File: src/hw/rtl/indexed_list_store_core_macros.svh
// Assertion macros shared by the indexed list store RTL.
// Needs nothing else; included by the top level only.
`ifndef INDEXED_LIST_STORE_CORE_MACROS_SVH
`define INDEXED_LIST_STORE_CORE_MACROS_SVH

// Consequent must hold in the same cycle as the antecedent.
`define ILS_ASSERT_SAME(label, clk, rst, ante, cons) \
   label: assert property (@(posedge clk) disable iff (rst) (ante) |-> (cons)) \
      else $error("indexed list store: same-cycle check failed");

// Consequent must hold in the cycle after the antecedent.
`define ILS_ASSERT_NEXT(label, clk, rst, ante, cons) \
   label: assert property (@(posedge clk) disable iff (rst) (ante) |=> (cons)) \
      else $error("indexed list store: next-cycle check failed");

`endif

File: src/hw/rtl/ils_pkg.sv
// Shared types and constants of the indexed list store.
// Used by the channel interfaces, the controller, the datapath and the top level.
package ils_pkg;

   localparam int OP_WIDTH    = 3;
   localparam int INDEX_WIDTH = 8;
   localparam int ELEM_WIDTH  = 32;
   localparam int COUNT_WIDTH = 9;

   typedef logic [OP_WIDTH-1:0]    op_type;
   typedef logic [INDEX_WIDTH-1:0] index_type;
   typedef logic [ELEM_WIDTH-1:0]  elem_type;
   typedef logic [COUNT_WIDTH-1:0] count_type;

   localparam op_type OP_READ   = 3'd0;
   localparam op_type OP_WRITE  = 3'd1;
   localparam op_type OP_APPEND = 3'd2;
   localparam op_type OP_REMOVE = 3'd3;
   localparam op_type OP_CLEAR  = 3'd4;

   typedef enum logic [3:0] {
      ST_IDLE  = 4'b0001,
      ST_SHIFT = 4'b0010,
      ST_RESP  = 4'b0100,
      ST_SPARE = 4'b1000
   } state_type;

   // Controller to datapath.
   typedef struct packed {
      logic accept;
      logic shift;
   } cmd_type;

   // Datapath to controller.
   typedef struct packed {
      logic needs_shift;
      logic shift_last;
   } stat_type;

endpackage

File: src/hw/rtl/ils_controller.sv
// Controller of the indexed list store: sequences accept, shift and response.
// Depends on ils_pkg; commands ils_datapath.
module ils_controller (
   input  logic              clock,
   input  logic              reset,
   input  logic              req_valid,
   output logic              req_ready,
   output logic              rsp_valid,
   input  logic              rsp_ready,
   output ils_pkg::cmd_type  cmd,
   input  ils_pkg::stat_type stat
);

   ils_pkg::state_type state_ff, state_in;

   always_comb begin
      state_in   = state_ff;
      cmd.accept = 1'b0;
      cmd.shift  = 1'b0;
      req_ready  = 1'b0;
      rsp_valid  = 1'b0;
      case (state_ff)
         ils_pkg::ST_IDLE: begin
            req_ready = 1'b1;
            if (req_valid) begin
               cmd.accept = 1'b1;
               state_in   = stat.needs_shift ? ils_pkg::ST_SHIFT : ils_pkg::ST_RESP;
            end
         end
         ils_pkg::ST_SHIFT: begin
            cmd.shift = 1'b1;
            if (stat.shift_last) begin
               state_in = ils_pkg::ST_RESP;
            end
         end
         ils_pkg::ST_RESP: begin
            rsp_valid = 1'b1;
            if (rsp_ready) begin
               state_in = ils_pkg::ST_IDLE;
            end
         end
         default: begin
            state_in = ils_pkg::ST_IDLE;
         end
      endcase
   end

   always_ff @(posedge clock) begin
      if (reset) begin
         state_ff <= ils_pkg::ST_IDLE;
      end else begin
         state_ff <= state_in;
      end
   end

endmodule

File: config.mk
export PLATFORM = sky130hd
export DESIGN_NAME = ils_controller
export DESIGN_NICKNAME = d
export VERILOG_FILES = /design/src/hw/rtl/indexed_list_store_core_macros.svh /design/src/hw/rtl/ils_pkg.sv /design/src/hw/rtl/ils_controller.sv
export SDC_FILE = /design/constraint.sdc
export NUM_CORES = 1
export LEC_CHECK = 0
export BUFFER_PORTS_ARGS = -buffer_cell sky130_fd_sc_hd__clkbuf_2
export CAP_MARGIN = 15
export CORE_AREA = 2 2 39 41
export CTS_CLUSTER_SIZE = 40
export DETAILED_ROUTE_END_ITERATION = 10
export DIE_AREA = 0 0 41 43
export PLACE_DENSITY = 0.3
export SLEW_MARGIN = 40
export SYNTH_ARGS = -nofsm -noshare
export SYNTH_HDL_FRONTEND = slang
export SYNTH_SLANG_ARGS = --single-unit
export TNS_END_PERCENT = 1
File: constraint.sdc
create_clock -name clock -period 1.3 [get_ports clock]
set_clock_uncertainty 0.15 [all_clocks]
set_input_delay 0.13 -clock clock [delete_from_list [all_inputs] [get_ports clock]]
set_output_delay 0.13 -clock clock [all_outputs]
set_load 0.01 [all_outputs]
After elaboration in Yosys (flattened, before gate mapping)
Index checks and enable logic that the tools add are counted.
{"block": "op_classes", "eq_ne": 6, "n_mux": 10, "n_reduce_logical": 1}
{"cell": "two-way mux 4 bit", "n": 3}
{"cell": "case mux 4 bit (3 select lines)", "n": 1}
{"cell": "inequality test 2 bit (second input constant)", "n": 3}
{"cell": "two-way mux 1 bit", "n": 5}
{"cell": "equality test 4 x 1 -> 1 bit (second input constant)", "n": 1}
{"cell": "equality test 4 x 2 -> 1 bit (second input constant)", "n": 1}
{"cell": "equality test 4 x 3 -> 1 bit (second input constant)", "n": 1}
{"cell": "two-way mux 3 bit", "n": 1}
{"cell": "AND reduction 3 bit", "n": 1}
{"block": "word_totals", "regBits": 4, "inputBits": 6, "out_inout_bits": 4, "word_cells": 18}

Logic depth before layout (Yosys ltp)
Gate-level depths: netlist of the first run.
{"block": "depth", "ltp_word": 3, "depth_mapped": 3, "depth_no_buf": 3}

Worst setup path before layout of the first run
OpenSTA, ideal clock, no wires.
{"block": "synth_path", "kind": "reg2reg", "startpoint": "register state_ff[0]", "endpoint": "register state_ff[0]", "setup_time_ns": 0.131, "arrival_time_ns": 0.979, "required_ns": 1.019, "slack_ns": 0.040, "path_stages_with_launch": 4, "path_buffers": 0, "synth_period_minus_slack_ns": 1.260, "path_cell_list": "dfxtp_1 -> nor3b_2 -> and2_4 -> o31ai_1"}
{"block": "synth_between", "elab_chain_len": 3, "word_cells_on_any_way": 8, "classes_between": "6 x eq/ne; 1 x mux; 1 x reduce/logical"}
{"item": "start: declaration", "line": "ils_controller.sv:14", "text": "ils_pkg::state_type state_ff, state_in;"}
{"item": "start signal: assignment", "line": "ils_controller.sv:50", "text": "state_ff <= ils_pkg::ST_IDLE;"}
{"item": "start signal: assignment", "line": "ils_controller.sv:52", "text": "state_ff <= state_in;"}
{"item": "equality test 4 x 2 -> 1 bit (tied with other cells)", "line": "ils_controller.sv:22", "text": "case (state_ff)"}
{"item": "inequality test 2 bit (no line)"}
{"item": "AND reduction 3 bit (no line)"}
Several ways; a longest one is shown, not always the timed one.
A chain may end at the register's enable or synchronous reset.

==> reports/summary.txt, run 1 <==
Placement Cell Area - 293 sq um
die footprint - 1760 sq um
slew at the pin closest to its max-slew limit - 0.354 ns
combined area of all synthesized cells - 175 sq um
final instance area - 460 sq um
number of placement rows - 14
required time of the critical path - 1.02 ns
type of the worst setup path - register to output pin
number of remaining DRC errors - 0
maximum operating frequency - 678 MHz
relative slew slack - 0.758
Die Width - 41 microns
Antenna diodes - 0
count of port buffers added during placement - 9
standard cell with the maximum stage delay on the critical path - sky130_fd_sc_hd__dfxtp_4
share of post-route cells with drive strength above 1 - 0.783
flops & latches, synth - 3
gate count of the mapped netlist - 18
max FFs per register - 3
setup-violating endpoint count in the final report - 4
Top Family by Delay on Critical Path - simple AND/OR/NAND/NOR gates
mean number of vias per cell - 4.26
iteration-0 DRC count of the detailed router - 1
total number of yosys warnings - 0
final critical delay including setup and external delays - 1.47 ns
count of H-tree levels built during CTS - 1
largest reg by FF count - state_ff
least setup slack across all paths after layout - -0.175 ns
area of the multi-input gates - 151 sq um
HPWL after detailed placement - 430 microns
first-pass GRT wire length - 1010 microns
wire length per cell after detailed routing - 10.2 microns
worst hold-check path type - input port to register
number of buffers created by CTS - 3
dominant cell type by count on the critical path - sky130_fd_sc_hd__buf_6
Largest regs - state_ff x3
sequential cell area - 71.3 sq um
outcome - finished with violations
final worst path period share - 1.13
failing checks - setup timing
final-stage net count - 53
Initial DRT Pass Iterations - 4
clk_lat worst skew - 0.24 ns
net count after synthesis - 24
synthesized area per cell - 9.73 sq um
top post-synthesis cells by area - sky130_fd_sc_hd__dfxtp_1 (34%), sky130_fd_sc_hd__nor4b_1 (15%), sky130_fd_sc_hd__nor3b_2 (14%), sky130_fd_sc_hd__a2111oi_0 (5.0%), sky130_fd_sc_hd__and2_4 (5.0%)
largest fanout on the critical path - 5
slowest cell delay on critical path - 0.35 ns
routed vias - 264
max-slew violation total from the final report - 0
remaining antenna violation count after routing - 0
number of antenna violations at the first check in global routing - 0
Setup crit start kind - register
CTS tree - yes
highest ir drop seen on vdd - 0.520 mV
count of pins on the block boundary - 10
fraction of synthesized cell area taken by the top area cell type - 0.343
total number of clock tree sinks - 3
wire length reported by the detailed router - 632 microns
Yosys top cell by area - sky130_fd_sc_hd__dfxtp_1
P per Cell Area - 985 nW/um^2
Max clock buf depth - 2
list of cells traversed by the critical path - buf_6, nor3b_4, and2_4, buf_6
library cells used by synthesis - 12
count of endpoints failing hold in the final timing report - 0
Die Y-Extent - 43 microns
Core Region - 1380 sq um
CP Data Arrival Time - 1.19 ns
endpoint type of the worst setup path - output pin
sum of overflow across all layers after global routing - 0
GRT Total Usage - 0.0913
pin count of the biggest net entering global routing - 7
unrepaired setup endpoints after global routing - yes
CTS root buffer - sky130_fd_sc_hd__clkbuf_4
post-synthesis sequential area ratio - 0.343
max-capacitance violation count - 0
Worst Hold Margin - 0.0104 ns
post-CTS clock slew at the launch and capture registers of the worst setup and hold paths - 0.04 ns
overall power after layout - 0.000453 W
pre-CTS setup slack - -0.0290 ns
synth-to-layout area growth - 163%
number of standard cells in the layout, taps in and fillers out - 62
gp weighted congestion - 0.586
number of global-route vias before repair - 246
initial cell density of the core - 0.127
number of cells in the design after placement - 50
LEAKAGE - 0.213 nW
Critical path buffers and inverters - 2
fillcell total - 160
-- stage by stage --
stage | TNS [ns] | util
2_1_floorplan | 0 | -
5_1_grt | -0.767 | 0.333
3_3_place_gp | -0.00780 | 0.212
3_5_place_dp | -0.0290 | 0.212
6_report | -0.403 | 0.333
4_1_cts | -0.436 | 0.307
-- cells in the mapped netlist --
cell / instances
sky130_fd_sc_hd__nor3b_2: 2
sky130_fd_sc_hd__inv_1: 2
sky130_fd_sc_hd__o31a_1: 1
sky130_fd_sc_hd__nor4b_1: 3
sky130_fd_sc_hd__nor3_1: 1
sky130_fd_sc_hd__nor2_1: 1
sky130_fd_sc_hd__a2111oi_0: 1
sky130_fd_sc_hd__a31oi_1: 1
sky130_fd_sc_hd__and2_4: 1
sky130_fd_sc_hd__dfxtp_1: 3
sky130_fd_sc_hd__o31ai_1: 1
sky130_fd_sc_hd__nor3b_1: 1
-- layout by cell type (no fill, tap or decap) --
| cell type | Yosys | routed |
|---|---|---|
| sky130_fd_sc_hd__buf_4 | 0 | 11 |
| sky130_fd_sc_hd__clkbuf_2 | 0 | 5 |
| sky130_fd_sc_hd__buf_6 | 0 | 5 |
| sky130_fd_sc_hd__clkbuf_4 | 0 | 3 |
| sky130_fd_sc_hd__dfxtp_4 | 0 | 3 |
| sky130_fd_sc_hd__nor3b_4 | 0 | 2 |
| sky130_fd_sc_hd__inv_1 | 2 | 2 |
| sky130_fd_sc_hd__buf_2 | 0 | 2 |
| sky130_fd_sc_hd__and2_4 | 1 | 1 |
| sky130_fd_sc_hd__nor3b_2 | 2 | 1 |
| sky130_fd_sc_hd__nor4b_2 | 0 | 1 |
| sky130_fd_sc_hd__o31ai_1 | 1 | 1 |
| sky130_fd_sc_hd__a2111oi_0 | 1 | 1 |
| sky130_fd_sc_hd__nor4b_4 | 0 | 1 |
| sky130_fd_sc_hd__nor4b_1 | 3 | 1 |
| sky130_fd_sc_hd__nor3_2 | 0 | 1 |
| sky130_fd_sc_hd__o31a_1 | 1 | 1 |
| sky130_fd_sc_hd__a31oi_1 | 1 | 1 |
| sky130_fd_sc_hd__nor2_1 | 1 | 1 |
| sky130_fd_sc_hd__clkbuf_1 | 0 | 1 |
| sky130_fd_sc_hd__dlygate4sd3_1 | 0 | 1 |
-- worst paths after layout --
kind,startpoint,endpoint,slack [ns],cells after the start
max,state_ff[1]$_SDFFE_PP0P_,cmd[1],-0.17,4
min,stat[1],state_ff[1]$_SDFFE_PP0P_,0.01,3
max reg2reg,state_ff[1]$_SDFFE_PP0P_,state_ff[0]$_SDFFE_PP1P_,0,5
min reg2reg,state_ff[1]$_SDFFE_PP0P_,state_ff[2]$_SDFFE_PP0P_,0.55,2
-- logic make-up (layout without fill, tap and decap cells) --
| kind of cell | after synthesis | count (layout) | synth area share |
|---|---|---|---|
| AOI/OAI and AO/OA | 4 | 4 | 0.179 |
| buffers and inverters | 2 | 30 | 0.0429 |
| DFF | 3 | 3 | 0.343 |
| and+or+nand+nor | 9 | 9 | 0.436 |
-- power breakdown --
group	switching (W)	internal, W	total [W]
clock network	0.0000521	0.000115	0.000167
registers	0.0000145	0.000101	0.000115
logic	0.0000570	0.000114	0.000171
total	0.000124	0.000330	0.000453
-- layout make-up --
cell class | count | area share
flip-flops and latches | 3 | 0.155
well taps | 16 | 0.0435
multi-input cells | 13 | 0.329
repair buffers | 24 | 0.399
inverters | 2 | 0.0163
clock buffers | 4 | 0.0571
-- layer usage --
metal | vias up | share of wire | global-route usage | wire length, microns
li1 | 127 | - | - | -
met4 | 0 | 0 | 0.0200 | 0
met1 | 127 | 0.35 | 0.0897 | 223
met3 | 0 | 0.098 | 0.0785 | 62
met5 | - | 0 | 0 | 0
met2 | 10 | 0.55 | 0.141 | 347
-- worst min-delay path, delay by kind of cell --
kind / cells / cell delay (ns)
AO/OA/AOI/OAI: 1 / 0.07
buffers and inverters: 1 / 0.09
AND/OR/NAND/NOR: 1 / 0.07
-- what timing repair did --
item | 4_1_cts | 5_1_grt
endpoints found under the setup margin | 4 | 7
hold buffers | 1 | 0
pin swaps | 2 | 3
resized for setup | 14 | 8
setup buffers | 6 | 1
hold endpoints to repair | 2 | 0
(Power assumes the default switching activity.)
==> run 2, diff against run 1 <==
Settings changed: ABC_AREA set to 1, CELL_PAD_IN_SITES_DETAIL_PLACEMENT set to 1, CELL_PAD_IN_SITES_GLOBAL_PLACEMENT set to 2, PLACE_DENSITY 0.3 to 0.58.
==> reports/summary.txt, run 2 <==
outcome - finished, final reports clean
Seq pwr share - 0.284 (+0.029)
endpoint type of the worst setup path - output pin
max-slew violation total from the final report - 0 (unchanged)
NetSw - 0.000376 W (+200%)
Setup crit start kind - register
Placement Cell Area - 287 sq um (-2.1%)
synth-to-layout area growth - 57.6%
launching point of the worst reg2reg path - state_ff[1]$_SDFFE_PP0P_
largest reg by FF count - state_ff
maximum operating frequency - 790 MHz (+17%)
type of the worst setup path - register to output pin
Yosys top cell by area - sky130_fd_sc_hd__dfxtp_1
routed vias - 251 (-4.9%)
setup-violating endpoint count in the final report - 0 (-4)
fraction of synthesized cell area taken by the top area cell type - 0.271 (-0.0717)
most used flip-flop cell after synthesis - sky130_fd_sc_hd__dfxtp_1
destination of the worst hold path - state_ff[1]$_SDFFE_PP0P_
GRT Total Usage - 0.0753 (-0.0160)
Max clock buf depth - 2 (unchanged)
final critical delay including setup and external delays - 1.27 ns (-0.209 ns)
sum of overflow across all layers after global routing - 0 (unchanged)
final-stage net count - 56 (+5.7%)
P per Cell Area - 2410 nW/um^2 (+140%)
top cells by instance count after synthesis - sky130_fd_sc_hd__inv_1 (10), sky130_fd_sc_hd__nand2_1 (5), sky130_fd_sc_hd__nor2_1 (5)
LEAKAGE - 0.211 nW (-0.95%)
worst hold-check path type - input port to register
clk_lat worst skew - 0.23 ns (about the same)
flops & latches, synth - 3 (unchanged)
final instance area - 349 sq um (-24%)
mean number of vias per cell - 3.86 (-9.3%)
highest ir drop seen on vdd - 1.15 mV (+120%)
Die Width - 41 microns (unchanged)
Initial DRT Pass Iterations - 2 (-2)
top post-synthesis cells by area - sky130_fd_sc_hd__dfxtp_1 (27%), sky130_fd_sc_hd__inv_1 (17%), sky130_fd_sc_hd__nand3_1 (9.0%), sky130_fd_sc_hd__nand3_2 (9.0%), sky130_fd_sc_hd__nand2_1 (8.5%)
cell with the most instances after synthesis - sky130_fd_sc_hd__inv_1
combinational power share - 0.530 (+0.154)
Die Y-Extent - 43 microns (unchanged)
combined area of all synthesized cells - 221 sq um (+26%)
R2R setup slack - 0.06 ns (+0.06 ns)
library cells used by synthesis - 12 (unchanged)
post-CTS clock slew at the launch and capture registers of the worst setup and hold paths - 0.03 ns (about the same)
number of buffers created by CTS - 3 (unchanged)
R2R depth - 7 (+2)
commonest cells after routing, fill and taps aside - sky130_fd_sc_hd__inv_1 (8), sky130_fd_sc_hd__clkbuf_2 (8), sky130_fd_sc_hd__nand2_1 (4), sky130_fd_sc_hd__nor2_1 (4)
share of post-route cells with drive strength above 1 - 0.531 (-0.252)
number of remaining DRC errors - 0 (unchanged)
die footprint - 1760 sq um (unchanged)
final worst path period share - 0.973 (-0.161)
Final Core Density - 0.252 (-0.0805)
max FFs per register - 3 (unchanged)
number of global-route vias before repair - 253 (+2.8%)
CTS root buffer - sky130_fd_sc_hd__clkbuf_4
gate count of the mapped netlist - 35 (+17)
least setup slack across all paths after layout - 0.0349 ns (+0.209 ns)
required time of the critical path - 1.02 ns (about the same)
total number of clock tree sinks - 3 (unchanged)
CTS tree - yes
count of pins on the block boundary - 10 (unchanged)
count of H-tree levels built during CTS - 1 (unchanged)
wire length reported by the detailed router - 558 microns (-12%)
HPWL after detailed placement - 431 microns (+0.44%)
Largest regs - state_ff x3
launch instance of the worst min-delay path - reset
worst flop-to-flop path endpoint - state_ff[1]$_SDFFE_PP0P_
unrepaired setup endpoints after global routing - yes
Sw Ratio - 0.447 (+0.174)
gp weighted congestion - 0.616 (+5.2%)
total number of yosys warnings - 0 (unchanged)
remaining antenna violation count after routing - 0 (unchanged)
count of port buffers added during placement - 9 (unchanged)
number of antenna violations at the first check in global routing - 0 (unchanged)
relative slew slack - 0.896 (+0.138)
pin count of the biggest net entering global routing - 7 (unchanged)
Antenna diodes - 0 (unchanged)
max-capacitance violation count - 0 (unchanged)
count of endpoints failing hold in the final timing report - 0 (unchanged)
number of placement rows - 14 (unchanged)
number of enable flip-flop cells after synthesis - 0 (unchanged)
iteration-0 DRC count of the detailed router - 10 (+9)
initial cell density of the core - 0.160 (+0.0335)
pre-CTS setup slack - 0.113 ns (+0.142 ns)
Core Region - 1380 sq um (unchanged)
post-synthesis sequential area ratio - 0.271 (-0.0717)
cell depth of the worst min-delay path - 4 (+1)
CP Data Arrival Time - 0.99 ns (-0.20 ns)
slew at the pin closest to its max-slew limit - 0.155 ns (-0.199 ns)
wire length per cell after detailed routing - 8.58 microns (-16%)
share of flip-flops with an asynchronous set or reset after synthesis - 0 (unchanged)
synthesized area per cell - 6.33 sq um (-35%)
clock network fraction of total power - 0.186 (-0.183)
largest fanout on the critical path - 6 (+1)
net count after synthesis - 41 (+71%)
first-pass GRT wire length - 931 microns (-7.5%)
internal power of the cells - 0.000465 W (+41%)
run 2: cell count changes after synthesis, sizes merged:
cell,delta
a31oi,-1
nor2,+5
o31ai,-1
nor4b,-3
o31a,-1
nand4,+2
inv,+8
o21bai,+1
a2111oi,-1
and2,-1
nand2,+5
o21ai,+1
nor3b,-3
nand3,+6
run 2: repair_timing:
| action | 4_1_cts | 5_1_grt |
|---|---|---|
| pin swaps | 1 | 2 |
| setup endpoints to repair | 3 | 5 |
| setup buffers | 1 | 0 |
| gates cloned | 0 | 0 |
| gates resized for setup | 3 | 10 |
| hold buffers | 0 | 0 |
run 2: power groups by stage:
stage          Sequential (W)  Clock, W  Combinational, W
2_1_floorplan        0.000182         0          0.000273
3_3_place_gp         0.000206         0          0.000369
3_5_place_dp         0.000199         0          0.000368
4_1_cts              0.000205  0.000164          0.000410
5_1_grt              0.000252  0.000173          0.000501
6_report             0.000239  0.000157          0.000446
run 2: worst max-delay path by stage:
stage / start / end / slack [ns] / cells after the start
after floorplan: state_ff[1]$_SDFFE_PP0P_ / state_ff[1]$_SDFFE_PP0P_ / 0.23 / 6
after global placement: state_ff[1]$_SDFFE_PP0P_ / state_ff[1]$_SDFFE_PP0P_ / 0.10 / 6
after detailed placement: state_ff[1]$_SDFFE_PP0P_ / cmd[1] / 0.11 / 4
after CTS: state_ff[0]$_SDFFE_PP1P_ / cmd[0] / 0.002 / 4
after global routing: state_ff[1]$_SDFFE_PP0P_ / cmd[1] / -0.04 / 4
final: state_ff[1]$_SDFFE_PP0P_ / cmd[1] / 0.03 / 4
run 2: metal layers:
metal	wire length, microns	global-route usage	vias to the layer above
met5	0	0	-
met4	0	0	0
met3	23	0.0471	0
met2	251	0.109	5
met1	283	0.0997	108
li1	-	-	138
run 2: kinds of logic after synthesis:
| logic type | after synthesis | share of synthesized area |
|---|---|---|
| AOI/OAI and AO/OA | 2 | 0.0735 |
| and+or+nand+nor | 20 | 0.486 |
| DFF | 3 | 0.271 |
| buffers and inverters | 10 | 0.170 |
run 2: stage by stage:
stage | cells | setup TNS, ns | total power (W) | hold slack (ns)
floorplan | 35 | 0 | 0.000456 | 0.149
CTS | 65 | 0 | 0.000778 | 0.0137
global route | 65 | -0.0543 | 0.000925 | 0.0815
finish | 65 | 0 | 0.000841 | 0.0290
detailed placement | 60 | 0 | 0.000566 | 0.258
global placement | 60 | 0 | 0.000575 | 0.254
run 2: final cells by class:
cell class	instances	area (sq um)
Clock buffer	4	26.3
Fill cell	176	1030
Inverter	10	37.5
Multi-Input combinational cell	22	144
Sequential cell	3	68.8
Tap cell	16	20.0
Timing Repair Buffer	10	52.6
run 2: worst max-delay path, stage by stage (launching register included):
cell and delay (ns):
sky130_fd_sc_hd__dfxtp_4 0.36, sky130_fd_sc_hd__nor2_4 0.14, sky130_fd_sc_hd__nand2_4 0.07, sky130_fd_sc_hd__nor2_2 0.07, sky130_fd_sc_hd__buf_2 0.12
==> run 3, diff against run 2 <==
Settings changed: CAP_MARGIN 15 to not set.
Clock period 1.3 ns to 1.2 ns, I/O delays scaled along.
==> reports/summary.txt, run 3 (synthesized netlist as in run 2, its figures left out) <==
outcome - finished with violations
failing checks - setup timing
required time of the critical path - 0.93 ns (-0.09 ns)
worst hold-check path type - input port to register
largest reg by FF count - state_ff
P per Cell Area - 2550 nW/um^2 (+5.6%)
final worst path period share - 1.04
count of pins on the block boundary - 10 (unchanged)
max FFs per register - 3 (unchanged)
launching point of the worst reg2reg path - state_ff[1]$_SDFFE_PP0P_
clock network fraction of total power - 0.196 (+0.010)
internal power of the cells - 0.000512 W (+10%)
number of global-route vias before repair - 231 (-8.7%)
Sw Ratio - 0.436 (-0.0114)
synth-to-layout area growth - 61.0%
total number of clock tree sinks - 3 (unchanged)
number of placement rows - 14 (unchanged)
maximum operating frequency - 800 MHz
R2R setup slack - 0.01 ns (-0.05 ns)
Worst Hold Margin - 0.0676 ns (+0.0385 ns)
R2R depth - 7 (unchanged)
CTS tree - yes
number of standard cells in the layout, taps in and fillers out - 67 (+3.1%)
CTS root buffer - sky130_fd_sc_hd__clkbuf_4
pre-CTS setup slack - 0.0138 ns (-0.0996 ns)
type of the worst setup path - register to output pin
sum of overflow across all layers after global routing - 0 (unchanged)
launch instance of the worst min-delay path - stat[1]
number of buffers created by CTS - 3 (unchanged)
wire length per cell after detailed routing - 8.22 microns (-4.2%)
count of port buffers added during placement - 9 (unchanged)
number of remaining DRC errors - 0 (unchanged)
NetSw - 0.000395 W (+5.1%)
cell depth of the worst min-delay path - 4 (unchanged)
routed vias - 268 (+6.8%)
Initial DRT Pass Iterations - 2 (unchanged)
combinational power share - 0.535 (+0.005)
Antenna diodes - 0 (unchanged)
relative slew slack - 0.891 (-0.00565)
commonest cells after routing, fill and taps aside - sky130_fd_sc_hd__inv_1 (8), sky130_fd_sc_hd__clkbuf_2 (8), sky130_fd_sc_hd__nor2_1 (5), sky130_fd_sc_hd__nand2_1 (4)
highest ir drop seen on vdd - 0.718 mV (-37%)
count of endpoints failing hold in the final timing report - 0 (unchanged)
iteration-0 DRC count of the detailed router - 2 (-8)
max-slew violation total from the final report - 0 (unchanged)
final-stage net count - 58 (+3.6%)
HPWL after detailed placement - 434 microns (+0.53%)
Max clock buf depth - 2 (unchanged)
worst flop-to-flop path endpoint - state_ff[1]$_SDFFE_PP0P_
GRT Total Usage - 0.0782 (+0.00293)
slew at the pin closest to its max-slew limit - 0.163 ns (+0.00841 ns)
initial cell density of the core - 0.160 (unchanged)
Setup crit start kind - register
Core Region - 1380 sq um (unchanged)
number of antenna violations at the first check in global routing - 0 (unchanged)
CP Data Arrival Time - 0.98 ns (about the same)
first-pass GRT wire length - 897 microns (-3.7%)
endpoint type of the worst setup path - output pin
least setup slack across all paths after layout - -0.0496 ns (-0.0844 ns)
Die Y-Extent - 43 microns (unchanged)
Final Core Density - 0.258 (+0.00543)
Largest regs - state_ff x3
destination of the worst hold path - state_ff[2]$_SDFFE_PP0P_
die footprint - 1760 sq um (unchanged)
pin count of the biggest net entering global routing - 7 (unchanged)
Die Width - 41 microns (unchanged)
remaining antenna violation count after routing - 0 (unchanged)
wire length reported by the detailed router - 551 microns (-1.3%)
LEAKAGE - 0.219 nW (+3.4%)
setup-violating endpoint count in the final report - 4 (+4)
clk_lat worst skew - 0.23 ns (about the same)
share of post-route cells with drive strength above 1 - 0.510 (-0.0208)
gp weighted congestion - 0.626 (+1.6%)
Seq pwr share - 0.269 (-0.015)
count of H-tree levels built during CTS - 1 (unchanged)
final critical delay including setup and external delays - 1.25 ns
largest fanout on the critical path - 5 (-1)
max-capacitance violation count - 0 (unchanged)
unrepaired setup endpoints after global routing - yes
post-CTS clock slew at the launch and capture registers of the worst setup and hold paths - 0.04 ns (about the same)
mean number of vias per cell - 4.00 (+3.6%)
number of cells in the design after placement - 60 (unchanged)
==> run 3: cell count changes in the layout (fill, tap and decap cells not counted) <==
cell | previous run | this run
sky130_fd_sc_hd__buf_4 | 1 | 2
sky130_fd_sc_hd__dfxtp_2 | 1 | 2
sky130_fd_sc_hd__dfxtp_4 | 2 | 1
sky130_fd_sc_hd__dlygate4sd3_1 | 0 | 1
sky130_fd_sc_hd__nand2_2 | 0 | 1
sky130_fd_sc_hd__nand2_4 | 1 | 0
sky130_fd_sc_hd__nor2_1 | 4 | 5
sky130_fd_sc_hd__nor2_2 | 1 | 0
==> run 3: power by group through the flow <==
stage	registers (W)	logic (W)	clock network (W)
3_5_place_dp	0.000214	0.000398	0
5_1_grt	0.000252	0.000548	0.000194
4_1_cts	0.000239	0.000495	0.000186
3_3_place_gp	0.000217	0.000402	0
2_1_floorplan	0.000198	0.000296	0
6_report	0.000244	0.000486	0.000178
==> run 3: final cells by class <==
type / instances / area [sq um]
Sequential cell: 3 / 66.3
Inverter: 10 / 37.5
Fill cell: 185 / 1030
Clock buffer: 4 / 26.3
Multi-Input combinational cell: 22 / 136
Timing Repair Buffer: 12 / 70.1
Tap cell: 16 / 20.0
==> run 3: timing repair <==
item,CTS,global route
pin swaps,3,1
buffers inserted,2,0
endpoints found under the hold margin,1,0
gates resized for setup,7,3
hold buffers,1,0
setup endpoints to repair,4,6
==> run 3: worst max path at each step <==
| stage | from | end | slack [ns] | depth (start not counted) |
|---|---|---|---|---|
| finish | state_ff[1]$_SDFFE_PP0P_ | cmd[1] | -0.05 | 4 |
| detailed placement | state_ff[1]$_SDFFE_PP0P_ | state_ff[1]$_SDFFE_PP0P_ | 0.01 | 6 |
| floorplan | state_ff[1]$_SDFFE_PP0P_ | state_ff[1]$_SDFFE_PP0P_ | 0.13 | 6 |
| global placement | state_ff[0]$_SDFFE_PP1P_ | state_ff[2]$_SDFFE_PP0P_ | 0.02 | 5 |
| global route | state_ff[2]$_SDFFE_PP0P_ | cmd[1] | -0.10 | 4 |
| CTS | state_ff[1]$_SDFFE_PP0P_ | cmd[1] | -0.08 | 4 |
==> run 3: metal layers <==
metal | up-vias | track usage | routed length [microns]
met4 | 0 | 0.0800 | 21
met2 | 7 | 0.0969 | 247
met1 | 120 | 0.103 | 252
met3 | 2 | 0.0157 | 30
li1 | 139 | - | -
met5 | - | 0 | 0
==> run 3: per-stage QoR <==
stage	instance area, sq um	TNS, ns	power, W
3_5_place_dp	287	0	0.000612
4_1_cts	357	-0.236	0.000919
3_3_place_gp	287	0	0.000620
6_report	357	-0.116	0.000908
2_1_floorplan	221	0	0.000494
5_1_grt	357	-0.409	0.000994
==> run 3: critical path, stage by stage (launching register included) <==
cell,delay [ns]
sky130_fd_sc_hd__dfxtp_4,0.36
sky130_fd_sc_hd__nor2_4,0.11
sky130_fd_sc_hd__nand2_2,0.07
sky130_fd_sc_hd__nor2_1,0.08
sky130_fd_sc_hd__buf_2,0.13
